**config.mk**
```make
export PLATFORM = sky130hd
export DESIGN_NAME = tbp_modn
export DESIGN_NICKNAME = d
export VERILOG_FILES = /design/src/rtl/tbp_modn.sv
export SDC_FILE = /design/constraint.sdc
export NUM_CORES = 1
export LEC_CHECK = 0
export ABC_AREA = 1
export BUFFER_PORTS_ARGS = -buffer_cell sky130_fd_sc_hd__buf_2
export CAP_MARGIN = 10
export CORE_MARGIN = 3
export CORE_UTILIZATION = 43
export DETAILED_ROUTE_END_ITERATION = 10
export HOLD_SLACK_MARGIN = 0.08
export PLACE_DENSITY_LB_ADDON = 0.08
export SYNTH_ARGS = -nofsm -noshare
export SYNTH_HDL_FRONTEND = slang
export SYNTH_SLANG_ARGS = --single-unit
```
**constraint.sdc**
```tcl
create_clock -name clk -period 0.83 [get_ports clk]
set_input_delay 0.0415 -clock clk [delete_from_list [all_inputs] [get_ports clk]]
set_output_delay 0.0415 -clock clk [all_outputs]
set_load 0.1 [all_outputs]
```
**src/rtl/tbp_modn.sv**
```systemverilog
`timescale 1ns / 1ps
// ----------------------------------------------------------------------------
// tbp_modn: pipelined remainder by a constant
// Three stages: reciprocal multiply, quotient times divisor, subtract with
// one correction step. Carries a sideband word along; never stalls.
// ----------------------------------------------------------------------------
module tbp_modn #(
  parameter int XW = 32,
  parameter int N  = 4096,
  parameter int SW = 1
) (
  input  logic                  clk,
  input  logic                  rst_n,
  input  logic                  in_vld,
  input  logic [XW-1:0]         in_x,
  input  logic [SW-1:0]         in_side,
  output logic                  out_vld,
  output logic [$clog2(N)-1:0]  out_r,
  output logic [SW-1:0]         out_side
);

  localparam int RW = $clog2(N);
  localparam int MW = XW - RW + 1;
  localparam logic [MW-1:0] RECIP = MW'((64'd1 << XW) / N);
  localparam logic [XW:0]   NX    = (XW + 1)'(N);

  logic                 v1_r, v2_r, v3_r;
  logic [XW-1:0]        x1_r, x2_r;
  logic [XW+MW-1:0]     prod1_r;
  logic [XW-1:0]        qn2_r;
  logic [SW-1:0]        s1_r, s2_r, s3_r;
  logic [RW-1:0]        r3_r;
  logic [MW-1:0]        q_est;
  logic [XW:0]          diff;
  logic [RW-1:0]        r_nxt;

  // estimated quotient is the true one or one less
  assign q_est = prod1_r[XW+MW-1:XW];

  // remainder estimate stays below twice the divisor
  always_comb begin
    diff = {1'b0, x2_r - qn2_r};
    if (diff >= NX) begin
      r_nxt = RW'(diff - NX);
    end else begin
      r_nxt = RW'(diff);
    end
  end

  // valid chain
  always_ff @(posedge clk) begin
    if (!rst_n) begin
      v1_r <= 1'b0;
      v2_r <= 1'b0;
      v3_r <= 1'b0;
    end else begin
      v1_r <= in_vld;
      v2_r <= v1_r;
      v3_r <= v2_r;
    end
  end

  // payload stages; quotient times divisor never exceeds the dividend
  always_ff @(posedge clk) begin
    x1_r    <= in_x;
    prod1_r <= in_x * RECIP;
    s1_r    <= in_side;
    x2_r    <= x1_r;
    qn2_r   <= XW'((XW + 1)'(q_est) * NX);
    s2_r    <= s1_r;
    r3_r    <= r_nxt;
    s3_r    <= s2_r;
  end

  assign out_vld  = v3_r;
  assign out_r    = r3_r;
  assign out_side = s3_r;

endmodule

```
==> reports/qor.txt <==
Run status = finished, violations left
Violated checks = negative setup slack
Gate Count Post-Synth = 48
Clk root buf = clkbuf_4
Fin crit period = 898.1 ps
Hold path startpoint = prod1_r[21]
Synthesis Warnings = 0
Global-route wire length before repair = 2028 microns
Vias per cell = 3.808
Clock network power share = 31.1%
Worst path buffer plus inverter count = 1
Synthesis-to-finish area growth = 72.90%
Final nets = 135
Largest net degree at the start of global routing = 13
Cts bufs inserted = 5
Arr. time, crit path = 860 ps
Slowest-stage cell, CP = dfxtp_2
Worst path top cell family by delay = flip-flops
Reg2Reg Setup Slack = 340 ps
Worst setup margin = -68.09 ps
# Post-CTS Setup Buffers = 0
Worst-path maximum fanout = 1
Hold EP = x2_r[1]
Initial antenna violation count = 0
DR iter-0 viols = 2
Clk_skew = 4.258 ps
WP data required = 790 ps
CTS sink cnt = 42
DIE HEIGHT = 50.81 microns
Sequential cell area = 858.3 sq um
CORE AREA = 1802 sq um
WL final = 1228 microns
CTS tree = built
Worst Tran Pin Value = 106.2 ps
Number of H-tree levels = 2
Overflow after GRT = 0
FP Rows = 15
Multi-input gate area = 11.26 sq um
DR pass1 iterations = 2
Ant diodes = 0
NetSw = 0.8909 mW
GRT Util Overall = 11.74%
Crit path kind = flip-flop to primary output
Clk slew on worst S/H paths = 110 ps
Cells resized by post-CTS repair = 0
Die ar. = 2581 sq um
Reg2reg start = v2_r
Max-slew violations = 0
Final worst-path cycle share = 108.2%
Worst-case clock buffer depth = 2
Gp weighted congestion = 0.6050
Critical Path Max Stage Delay = 360 ps
Avg Cell Area, Syn = 17.99 sq um
RSZ-0062 raised after global routing = true
Buffers on Ports = 29
Worst Hold Depth = 0
Register share of total power = 56.2%
Initial core utilization = 47.92%
Hold Vio Cnt, Final = 0
Die W = 50.81 microns
Leakage = 0.6767 nW
DRC viols = 0
Fmax = 1113 MHz
Antenna Nets Post-Route = 0
Sequential share of the synthesized area = 97.39%
Cell internal pwr = 2.970 mW
Combinational Power Share = 12.7%
Layout cells sized above 1 = 49.00%
Reg2reg end = out_vld
Power Total = 3.861 mW
Max Cap Violations = 0
Vias in the first global route = 472
Critical path endpoint category = primary output
Wirelength per Cell = 9.824 microns
Min-delay worst type = flip-flop to flip-flop
PwrDens = 2586 nW/um^2
Via count = 476
Mapped cell area = 863.3 sq um
FF-to-FF path depth = 2
Detailed Place HPWL = 731.7 microns
Worst hold slack = 331.0 ps
Worst VDD drop = 0.002790 V
Fill count = 104
Net Sw Frac = 23.07%
Final setup fails = 14
Number of synthesized register bits = 42
Critical path, cell by cell = buf_12
Synth Net Count = 84
Critical Path Source Type = flip-flop
Post-layout util = 82.85%
Clk_lat worst skew = 330 ps
Relative slew slack = 92.92%
Synth cell types = 3
# IOs = 50
[cells in the mapped netlist (all sizes together)]
cell / instances / share of area (%)
dfxtp: 42 / 97
inv: 3 / 1.3
nand2: 3 / 1.3
[layer usage]
metal	part of all wire, %	vias up	track usage [%]
met5	0	-	0
met3	9.2	0	8.012
met2	54	24	20.43
li1	-	245	-
met4	0	0	5.381
met1	37	207	10.15
[per-stage QoR]
step           area [sq um]  TNS, ps  setup WS, ps  instances
6_report               1493   -907.5        -68.09        125
5_1_grt                1493    -1452        -114.2        125
4_1_cts                1493    -1134        -88.56        125
3_5_place_dp           1267        0         291.8        102
3_3_place_gp           1267        0         301.1        102
2_1_floorplan         880.8        0         162.7         48
[how the worst max path moves through the flow]
stage,depth (start not counted),slack (ps),end,start
2_1_floorplan,0,160,out_r[0],out_r[0]
4_1_cts,1,-90,out_r[5],out_r[5]
3_5_place_dp,1,290,out_r[5],out_r[5]
6_report,1,-70,out_r[11],out_r[11]
5_1_grt,1,-110,out_r[11],out_r[11]
3_3_place_gp,1,300,out_r[4],out_r[4]
[repair_timing]
item / in CTS / in global routing
endpoints found under the hold margin: 16 / 0
endpoints found under the setup margin: 14 / 14
hold buffers: 15 / 0
[cell type report]
class	instances	area share, %
repair buffers	44	33.86
clock buffers	7	3.018
multi-input cells	3	0.7544
flip-flops and latches	42	57.50
clock inverters	1	2.012
well taps	25	2.096
inverters	3	0.7544
[cells by family after synthesis]
kind of cell / after synthesis / share of synthesized area, %
AND/OR/NAND/NOR: 3 / 1.304
flip-flops: 42 / 97.39
buffers and inverters: 3 / 1.304
[power groups by stage]
stage / sequential [mW] / combinational (mW) / clock [mW]
4_1_cts: 2.17 / 0.492 / 1.24
5_1_grt: 2.18 / 0.503 / 1.31
3_5_place_dp: 2.22 / 0.437 / 0
3_3_place_gp: 2.21 / 0.434 / 0
6_report: 2.17 / 0.491 / 1.20
2_1_floorplan: 2.45 / 0.00382 / 0
[placed cells by master, fill, tap and decap left out]
cell,instances
dlygate4sd3_1,15
dfxtp_2,14
buf_2,15
nand2_1,3
inv_1,3
buf_12,14
clkbuf_4,5
clkbuf_1,2
dfxtp_1,28
bufinv_16,1
[sequential cells by signal, indices dropped and copies added (netlist names)]
| register | count |
|---|---|
| out_side | 1 |
| v2_r | 1 |
| s2_r | 1 |
| out_vld | 1 |
| s1_r | 1 |
| out_r | 12 |
| prod1_r | 12 |
| v1_r | 1 |
| x2_r | 12 |
Power figures use the tool's default switching activity.
