## src/rtl/tbp_pkg.sv

```systemverilog
`timescale 1ns / 1ps
// ----------------------------------------------------------------------------
// tbp_pkg: shared types and constants of the tournament branch predictor
// Counter encodings, reset values, result word layout and the bimodal
// state transition function.
// ----------------------------------------------------------------------------
package tbp_pkg;

  // stream word widths (fields packed from bit 0, padded to whole bytes)
  localparam int IN_TDATA_W  = 40;
  localparam int OUT_TDATA_W = 40;

  // result queue
  localparam int QDEPTH = 16;
  localparam int QAW    = 4;

  // table reset values
  localparam logic [1:0] GSH_RESET = 2'd0;
  localparam logic [2:0] BIM_RESET = 3'd6;
  localparam logic [1:0] CHO_RESET = 2'd3;

  // prediction thresholds
  localparam logic [2:0] BIM_TAKEN_MAX = 3'd3;  // bimodal predicts taken at or below
  localparam logic [1:0] GSH_TAKEN_MIN = 2'd2;  // gshare predicts taken at or above
  localparam logic [1:0] CHO_GSH_MAX   = 2'd1;  // chooser selects gshare at or below
  localparam logic [1:0] CNT2_MAX      = 2'd3;
  localparam logic [1:0] CNT2_MIN      = 2'd0;

  // control sequencer
  typedef enum logic {
    ST_CLEAR,
    ST_RUN
  } st_t;

  // bimodal + chooser share one table entry
  typedef struct packed {
    logic [2:0] bim;
    logic [1:0] cho;
  } bc_t;

  // result word, predicted_taken in bit 0
  typedef struct packed {
    logic [31:0] correct_total;
    logic        used_gshare;
    logic        prediction_correct;
    logic        predicted_taken;
  } res_t;

  // six-state bimodal transitions; codes 0 and 7 hold
  function automatic logic [2:0] bimodal_next(input logic [2:0] s, input logic taken);
    logic [2:0] n;
    n = s;
    if (taken) begin
      case (s)
        3'd2:    n = 3'd1;
        3'd3:    n = 3'd2;
        3'd4:    n = 3'd3;
        3'd5:    n = 3'd4;
        3'd6:    n = 3'd5;
        default: n = s;
      endcase
    end else begin
      case (s)
        3'd1:    n = 3'd2;
        3'd2:    n = 3'd4;
        3'd3:    n = 3'd4;
        3'd4:    n = 3'd5;
        3'd5:    n = 3'd6;
        default: n = s;
      endcase
    end
    return n;
  endfunction

endpackage

```

## src/rtl/tbp_fifo.sv

```systemverilog
`timescale 1ns / 1ps
// ----------------------------------------------------------------------------
// tbp_fifo: result queue
// Holds finished result words until the receiver takes them. The caller
// keeps it from overflowing by credit.
// ----------------------------------------------------------------------------
module tbp_fifo (
  input  logic          clk,
  input  logic          rst_n,
  input  logic          push,
  input  tbp_pkg::res_t push_data,
  input  logic          pop,
  output logic          vld,
  output tbp_pkg::res_t data
);

  tbp_pkg::res_t          mem_r [tbp_pkg::QDEPTH];
  logic [tbp_pkg::QAW-1:0] wr_ptr_r, rd_ptr_r;
  logic [tbp_pkg::QAW:0]   cnt_r, cnt_nxt;

  always_comb begin
    cnt_nxt = cnt_r;
    if (push && !pop) begin
      cnt_nxt = cnt_r + 1'b1;
    end else if (pop && !push) begin
      cnt_nxt = cnt_r - 1'b1;
    end
  end

  // pointers and fill level
  always_ff @(posedge clk) begin
    if (!rst_n) begin
      wr_ptr_r <= '0;
      rd_ptr_r <= '0;
      cnt_r    <= '0;
    end else begin
      if (push) begin
        wr_ptr_r <= wr_ptr_r + 1'b1;
      end
      if (pop) begin
        rd_ptr_r <= rd_ptr_r + 1'b1;
      end
      cnt_r <= cnt_nxt;
    end
  end

  // storage
  always_ff @(posedge clk) begin
    if (push) begin
      mem_r[wr_ptr_r] <= push_data;
    end
  end

  assign vld  = (cnt_r != '0);
  assign data = mem_r[rd_ptr_r];

endmodule

```

## config.mk

```make
export PLATFORM = sky130hd
export DESIGN_NAME = tbp_fifo
export DESIGN_NICKNAME = d
export VERILOG_FILES = /design/src/rtl/tbp_pkg.sv /design/src/rtl/tbp_fifo.sv
export SDC_FILE = /design/constraint.sdc
export NUM_CORES = 1
export LEC_CHECK = 0
export ABC_AREA = 1
export BUFFER_PORTS_ARGS = -buffer_cell sky130_fd_sc_hd__buf_2
export CAP_MARGIN = 40
export CORE_MARGIN = 2
export CORE_UTILIZATION = 52
export DETAILED_ROUTE_END_ITERATION = 16
export PLACE_DENSITY = 0.71
export SLEW_MARGIN = 20
export SYNTH_ARGS = -nofsm -noshare
export SYNTH_HDL_FRONTEND = slang
export SYNTH_SLANG_ARGS = --single-unit
```

## constraint.sdc

```tcl
create_clock -name clk -period 3.9 [get_ports clk]
set_clock_uncertainty 0.2 [all_clocks]
set_input_delay 0.39 -clock clk [delete_from_list [all_inputs] [get_ports clk]]
set_output_delay 0.39 -clock clk [all_outputs]
set_load 0.005 [all_outputs]
```

==> impl_metrics.json, run 1 <==
{
  "rows": 79,
  "die-area_mm2": 0.0493,
  "ys_warn_count": 0,
  "clk_latency_ns": 0.59,
  "gp_congestion": 0.770,
  "hold_buffers": 39,
  "synth_mux_area_share_pct": 0,
  "fin_cells": 3116,
  "synth_area_mm2": 0.0247,
  "firstDrtPassIters": 6,
  "cp_max_fo": 53,
  "relSlewSlack_pct": 44.1,
  "finalCritPeriodShare_pct": 81.3,
  "fin_crit_ns": 3.17,
  "cts_resized": 0,
  "path_class": "flop to primary output",
  "peakVddDrop_v": 0.000316,
  "slew_viol_final": 0,
  "yosys.area_share.xor_xnor_pct": 0.106,
  "synth_area_per_cell_um2": 10.4,
  "via_count": 16427,
  "final_util_pct": 59.7,
  "syn2layout_area_growth_pct": 13.0,
  "powerDensity_mw_per_mm2": 461,
  "setup_viol": 0,
  "synth.top_cell.area_share_pct": 68.1,
  "drtIter0Drc": 1729,
  "cpLargestDelayFamily": "buffers and inverters",
  "hold_viol_final": 0,
  "cts_sinks": 577,
  "tightest_slew_ns": 0.837,
  "drtAntennaViolNets": 0,
  "numCtsBuffers": 56,
  "fmax_mhz": 315,
  "crit_path_frequent_cell": "nand3_1",
  "grt_overflow": 0,
  "grt_usage_pct": 23.3,
  "core-area_mm2": 0.0468,
  "dp_hpwl_mm": 29.7,
  "cp.required_ns": 3.31,
  "die_h_um": 222,
  "status": "completed",
  "slowest_delay_ns": 0.52,
  "viasPerCell": 5.27,
  "drv_cap": 0,
  "synth_simple_gate_area_share_pct": 20.5,
  "synthAdderAreaFrac_pct": 0.537,
  "dp.cells": 2979,
  "clockBufferDepth": 3,
  "drc": 0,
  "port_buffers": 74,
  "grt_pass1_wl_mm": 88.7,
  "path_clk_slew_ns": 0.06,
  "final_layout_size_suffix_gt1_share_pct": 8.17,
  "routed_wl_mm": 56.7,
  "io_pins": 75,
  "tritoncts": "done",
  "initial_utilization_pct": 52.8,
  "synth-seq-cells": 577,
  "p_leak_nw": 11.9,
  "cpMaxStageDelayCell": "inv_4",
  "routedWlPerCell_um": 18.2,
  "synth_top_family_by_area": "simple AND/OR/NAND/NOR gates",
  "fin_tns_setup_ns": 0,
  "post_cts_buffers": 0,
  "cp_num_buf_inv": 3,
  "synth_area_leaders": "edfxtp_1 68%, nand2_1 11%, nand3_1 8.6%, inv_1 6.6%, dfxtp_1 1.4%",
  "syn-num-nets": 2423,
  "grt_pass1_vias": 16003,
  "nets": 2518,
  "synth_compound_gate_area_share_pct": 0.456,
  "rsz0062_at_grt": "false",
  "yosys.cell_types.count": 21,
  "htree_levels": 2,
  "synth_top_cell_by_area": "edfxtp_1",
  "end_kind": "primary output",
  "cts_root_buf": "clkbuf_16",
  "die_w_um": 222,
  "cp.arrival_ns": 2.58,
  "synth_seq_area_share_pct": 69.4,
  "netlist_instances": 2374,
  "antenna_found_initial": 1,
  "cp-start-kind": "flop",
  "hp-class": "flop to flop",
  "grt_max_degree": 143,
  "crit_chain": "inv_4 -> buf_4 -> nand3_1 -> nand3_1 -> nand3_1 -> nand2_1 -> buf_2"
}
[worst paths after layout]
| check | start | endpoint | depth (start not counted) | slack (ns) |
|---|---|---|---|---|
| max | flop | data[7] | 7 | 0.73 |
| min | rd_ptr_r[2] | flop | 2 | 0.28 |
| max reg2reg | wr_ptr_r[0] | mem_r[11][11] | 4 | 1.38 |
| min reg2reg | rd_ptr_r[2] | flop | 2 | 0.28 |
[cell usage after synthesis]
master,number
a21oi_1,12
buf_1,10
buf_2,57
buf_4,14
clkbuf_1,34
clkinv_1,1
dfxtp_1,17
edfxtp_1,560
fa_1,1
ha_1,9
inv_1,436
inv_2,3
nand2_1,753
nand3_1,423
nand4_1,2
nor2_1,26
nor3_1,1
o21a_1,1
o21ai_0,9
or2_2,2
xor2_1,3
[cells in the final DEF (no fill, tap or decap), drive strengths merged, types with 17 or more instances in the layout]
| cell | instances |
|---|---|
| nand2 | 753 |
| edfxtp | 560 |
| dlygate4sd3 | 39 |
| buf | 113 |
| nor2 | 26 |
| dfxtp | 17 |
| nand3 | 423 |
| inv | 440 |
| clkbuf | 74 |
| clkinv | 20 |
[metrics by stage]
step           worst slack, ns  power (mW)  hold WS (ns)  instance area [um2]
2_1_floorplan            0.964        7.67         0.250                24700
3_3_place_gp              1.34        8.01         0.261                25900
3_5_place_dp              1.34        8.04         0.264                25900
4_1_cts                  0.713        13.0         0.281                27900
5_1_grt                  0.582        13.3         0.297                27900
6_report                 0.728        12.9         0.277                27900
[cells by family after synthesis]
kind of cell,after synthesis
buf+inv,555
flops,577
xor+xnor,3
fa+ha+maj,10
simple gates,1207
compound gates,22
[sequential cells by signal, summed over array words and instances (netlist names), named ones only]
| name | cells |
|---|---|
| cnt_r | 5 |
| mem_r | 560 |
| wr_ptr_r | 4 |
| rd_ptr_r | 4 |
[tightest hold or removal path, cell delays in order (launching register included)]
cell and delay, ns:
dfxtp_1 0.31, inv_1 0.06, a21oi_1 0.07
[per-layer routing]
| layer | vias up | track usage, % | share of wire (%) |
|---|---|---|---|
| met5 | - | 0 | 0 |
| met4 | 0 | 8.24 | 3.0 |
| met3 | 130 | 3.53 | 8.3 |
| met2 | 681 | 38.0 | 47 |
| met1 | 7765 | 32.0 | 41 |
| li1 | 7851 | - | - |
[layout make-up]
class | count | area [um2]
repair buffers | 152 | 1240
fillers | 3683 | 18800
inverters | 440 | 1660
clock buffers | 74 | 1490
clock inverters | 23 | 148
well taps | 607 | 759
diodes | 1 | 2.50
multi-input cells | 1242 | 5460
flip-flops and latches | 577 | 17200
[power breakdown]
group | internal, mW | total, mW | switching (mW)
Sequential | 6.88 | 6.90 | 0.0274
Combinational | 0.334 | 1.04 | 0.705
Clock | 2.78 | 4.95 | 2.16
Total | 9.99 | 12.9 | 2.89
(Power assumes the default switching activity.)
==> inputs of run 2 (changes only) <==
--- a/config.mk
+++ b/config.mk
@@ -5,13 +5,13 @@
 export SDC_FILE = /design/constraint.sdc
 export NUM_CORES = 1
 export LEC_CHECK = 0
-export ABC_AREA = 1
+export ABC_AREA = 0
 export BUFFER_PORTS_ARGS = -buffer_cell sky130_fd_sc_hd__buf_2
 export CAP_MARGIN = 40
 export CORE_MARGIN = 2
 export CORE_UTILIZATION = 52
 export DETAILED_ROUTE_END_ITERATION = 16
-export PLACE_DENSITY = 0.71
+export PLACE_DENSITY = 0.72
 export SLEW_MARGIN = 20
 export SYNTH_ARGS = -nofsm -noshare
 export SYNTH_HDL_FRONTEND = slang
==> constraint.sdc (replaced) <==
create_clock -name clk -period 3.2 [get_ports clk]
set_clock_uncertainty 0.2 [all_clocks]
set_input_delay 0.32 -clock clk [delete_from_list [all_inputs] [get_ports clk]]
set_output_delay 0.32 -clock clk [all_outputs]
set_load 0.005 [all_outputs]
==> run 2 against run 1 <==
Compared with the run above:
- critical path depth down 2
- non-clock buffer count shrank 4
- final cell count fell by 46%
- largest power group unchanged
- critical endpoint is now data[4]
- combinational power up 7%
- critical path type unchanged
- via count shrank 37%
- core utilization rose by 0.86 points
- sequential cell count is the same
==> impl_metrics.json, run 2 <==
{
  "synth-edff-count": 560,
  "synth_area_per_cell_um2": 22.8,
  "final_layout_size_suffix_gt1_share_pct": 30.0,
  "p_sw_mw": 3.30,
  "synth_area_mm2": 0.0218,
  "power.share.switching_pct": 20.9,
  "tritoncts": "done",
  "core-area_mm2": 0.0417,
  "synthFlopType": "edfxtp_1",
  "grt_pass1_wl_mm": 68.0,
  "final_common_cell": "edfxtp_1",
  "grt_usage_pct": 21.3,
  "pwr-share-clk_pct": 39.4,
  "r2r_end": "mem_r[11][32]",
  "routedWlPerCell_um": 26.7,
  "status": "completed",
  "r2r_cells": 3,
  "rows": 75,
  "synth-seq-cells": 577,
  "clockBufferDepth": 3,
  "whs_endpoint": "cnt_r[4]",
  "synthAdderAreaFrac_pct": 0.608,
  "dp.cells": 1555,
  "grt_pass1_vias": 10740,
  "synth_simple_gate_area_share_pct": 2.03,
  "hold_viol_final": 0,
  "powerDensity_mw_per_mm2": 625,
  "p_leak_nw": 8.11,
  "fillCellCount": 2896,
  "yosys.cell_types.count": 33,
  "fin_tns_setup_ns": 0,
  "cts_root_buf": "clkbuf_16",
  "routed_wl_mm": 45.4,
  "netlist_instances": 957,
  "cp-start-kind": "flop",
  "synth_seq_area_share_pct": 78.6,
  "cp_max_fo": 55,
  "regMostFlops": "mem_r",
  "grt_overflow": 0,
  "place_area_mm2": 0.0231,
  "hold_depth": 2,
  "nets": 1161,
  "synth_area_leaders": "edfxtp_1 77%, mux4_2 14%, a22oi_1 2.4%, dfxtp_1 1.6%, and2_1 0.75%",
  "yosys.area_share.xor_xnor_pct": 0.321,
  "firstDrtPassIters": 5,
  "async_flop_share_pct": 0,
  "rrSetupSlack_ns": 0.95,
  "viasPerCell": 6.12,
  "htree_levels": 2,
  "reg_top3": "mem_r (560), cnt_r (5)",
  "synth_compound_gate_area_share_pct": 2.57,
  "drtAntennaViolNets": 0,
  "fmax_mhz": 328,
  "path_class": "flop to primary output",
  "largest_reg_flops": 560,
  "tightest_slew_ns": 0.809,
  "finalCritPeriodShare_pct": 95.3,
  "path_clk_slew_ns": 0.06,
  "power.internal_mw": 12.5,
  "setup_viol": 0,
  "fin_crit_ns": 3.05,
  "seqPwrFrac_pct": 53.6,
  "multi_input_area_mm2": 0.00444,
  "grt_max_degree": 56,
  "peakVddDrop_v": 0.000480,
  "die-area_mm2": 0.0436,
  "ys_warn_count": 0,
  "synth.top_cell.area_share_pct": 77.1,
  "via_count": 10373,
  "synth_top_family_by_area": "multiplexers",
  "slew_viol_final": 0,
  "hp-class": "flop to flop",
  "die_w_um": 209,
  "numCtsBuffers": 55,
  "yosysMostFrequentCell": "edfxtp_1",
  "drv_cap": 0,
  "cp.required_ns": 2.68,
  "gp_congestion": 0.718,
  "mostFrequentLayoutCells": "560 x edfxtp_1, 140 x mux4_2, 74 x buf_2",
  "power_frac_comb_pct": 7.0,
  "drc": 0,
  "hold_ws_ns": 0.286,
  "port_buffers": 74,
  "syn2layout_area_growth_pct": 15.7,
  "end_kind": "primary output",
  "cts_sinks": 577,
  "register_area_mm2": 0.0172,
  "clk_latency_ns": 0.60,
  "cp.arrival_ns": 2.53,
  "synth_mux_area_share_pct": 14.6,
  "fin_cells": 1696,
  "finalInstanceArea_mm2": 0.0252,
  "drtIter0Drc": 1003,
  "antenna_found_initial": 2,
  "relSlewSlack_pct": 46.1,
  "power_mw": 15.8,
  "rsz0062_at_grt": "false",
  "io_pins": 75,
  "post_cts_buffers": 0,
  "min_from": "cnt_r[4]",
  "syn-num-nets": 1006,
  "initial_utilization_pct": 52.4,
  "r2r_start": "wr_ptr_r[0]",
  "dp_hpwl_mm": 23.4,
  "die_h_um": 209,
  "synth_commonest_cells": "560 x edfxtp_1, 140 x mux4_2, 70 x a22oi_1, 41 x nand2_1, 26 x and2_1",
  "synth_top_cell_by_area": "edfxtp_1"
}
==> run 2: cell count changes in the layout (fill, tap and decap cells not counted), sizes merged, moves of 4 or more <==
| cell | previous run | this run |
|---|---|---|
| nand3 | 423 | 3 |
| nand2 | 753 | 41 |
| xnor2 | 0 | 6 |
| inv | 440 | 6 |
| and2 | 0 | 26 |
| nor2b | 0 | 5 |
| mux2i | 0 | 4 |
| buf | 113 | 109 |
| a22oi | 0 | 70 |
| nor2 | 26 | 4 |
| o21ai | 9 | 1 |
| mux4 | 0 | 140 |
| a21oi | 12 | 2 |
==> run 2: metrics by stage <==
step | setup WS [ns] | util [%]
6_report | 0.151 | 60.6
5_1_grt | 0.0231 | 60.6
4_1_cts | 0.0970 | 60.6
3_5_place_dp | 0.756 | 55.5
3_3_place_gp | 0.711 | 55.5
2_1_floorplan | 0.851 | -
==> run 2: logic make-up after synthesis <==
group / count (synthesis)
xor+xnor: 8
compound gates: 76
flops: 577
fa+ha+maj: 10
buf+inv: 54
mux: 144
simple gates: 88
==> run 2: worst max-delay path by stage <==
stage / start / end / slack [ns] / cells after the start
floorplan: push / mem_r[0][0] / 0.85 / 3
global placement: flop / data[4] / 0.71 / 5
detailed placement: flop / data[4] / 0.76 / 5
CTS: flop / data[4] / 0.1 / 5
global route: flop / data[4] / 0.02 / 5
finish: flop / data[4] / 0.15 / 5
==> run 2: what timing repair did <==
action	4_1_cts	5_1_grt
setup endpoints to repair	0	1
endpoints found under the hold margin	577	0
hold buffers	39	0
gates resized for setup	0	1
==> run 2: layout make-up <==
type	instances	share of cell area (%)
Sequential cell	577	68.0
Multi-Input combinational cell	326	17.6
Clock buffer	71	5.77
Timing Repair Buffer	148	4.88
Tap cell	539	2.67
Clock inverter	30	1.02
Inverter	4	0.0595
Antenna cell	1	0.00991
==> run 2: power by group through the flow <==
stage               registers, mW  logic, mW  clock network [mW]
floorplan                    8.59      0.712                   0
global placement             8.61       1.06                   0
detailed placement           8.61       1.08                   0
CTS                          8.45       1.13                6.31
global route                 8.46       1.21                6.58
finish                       8.46       1.11                6.21
==> run 2: critical path: stages, from the launching register on <==
cell and delay [ns]:
dfxtp_4 0.40, buf_16 0.35, mux4_2 0.56, a22oi_1 0.23
nand2_1 0.17, buf_2 0.18
==> run 2: per-layer routing <==
metal	track usage, %	vias to the layer above	share of wire (%)
li1	-	4360	-
met1	31.5	5506	42
met2	33.3	441	48
met3	4.24	64	8.4
met4	5.44	2	1.6
met5	0	-	0.029
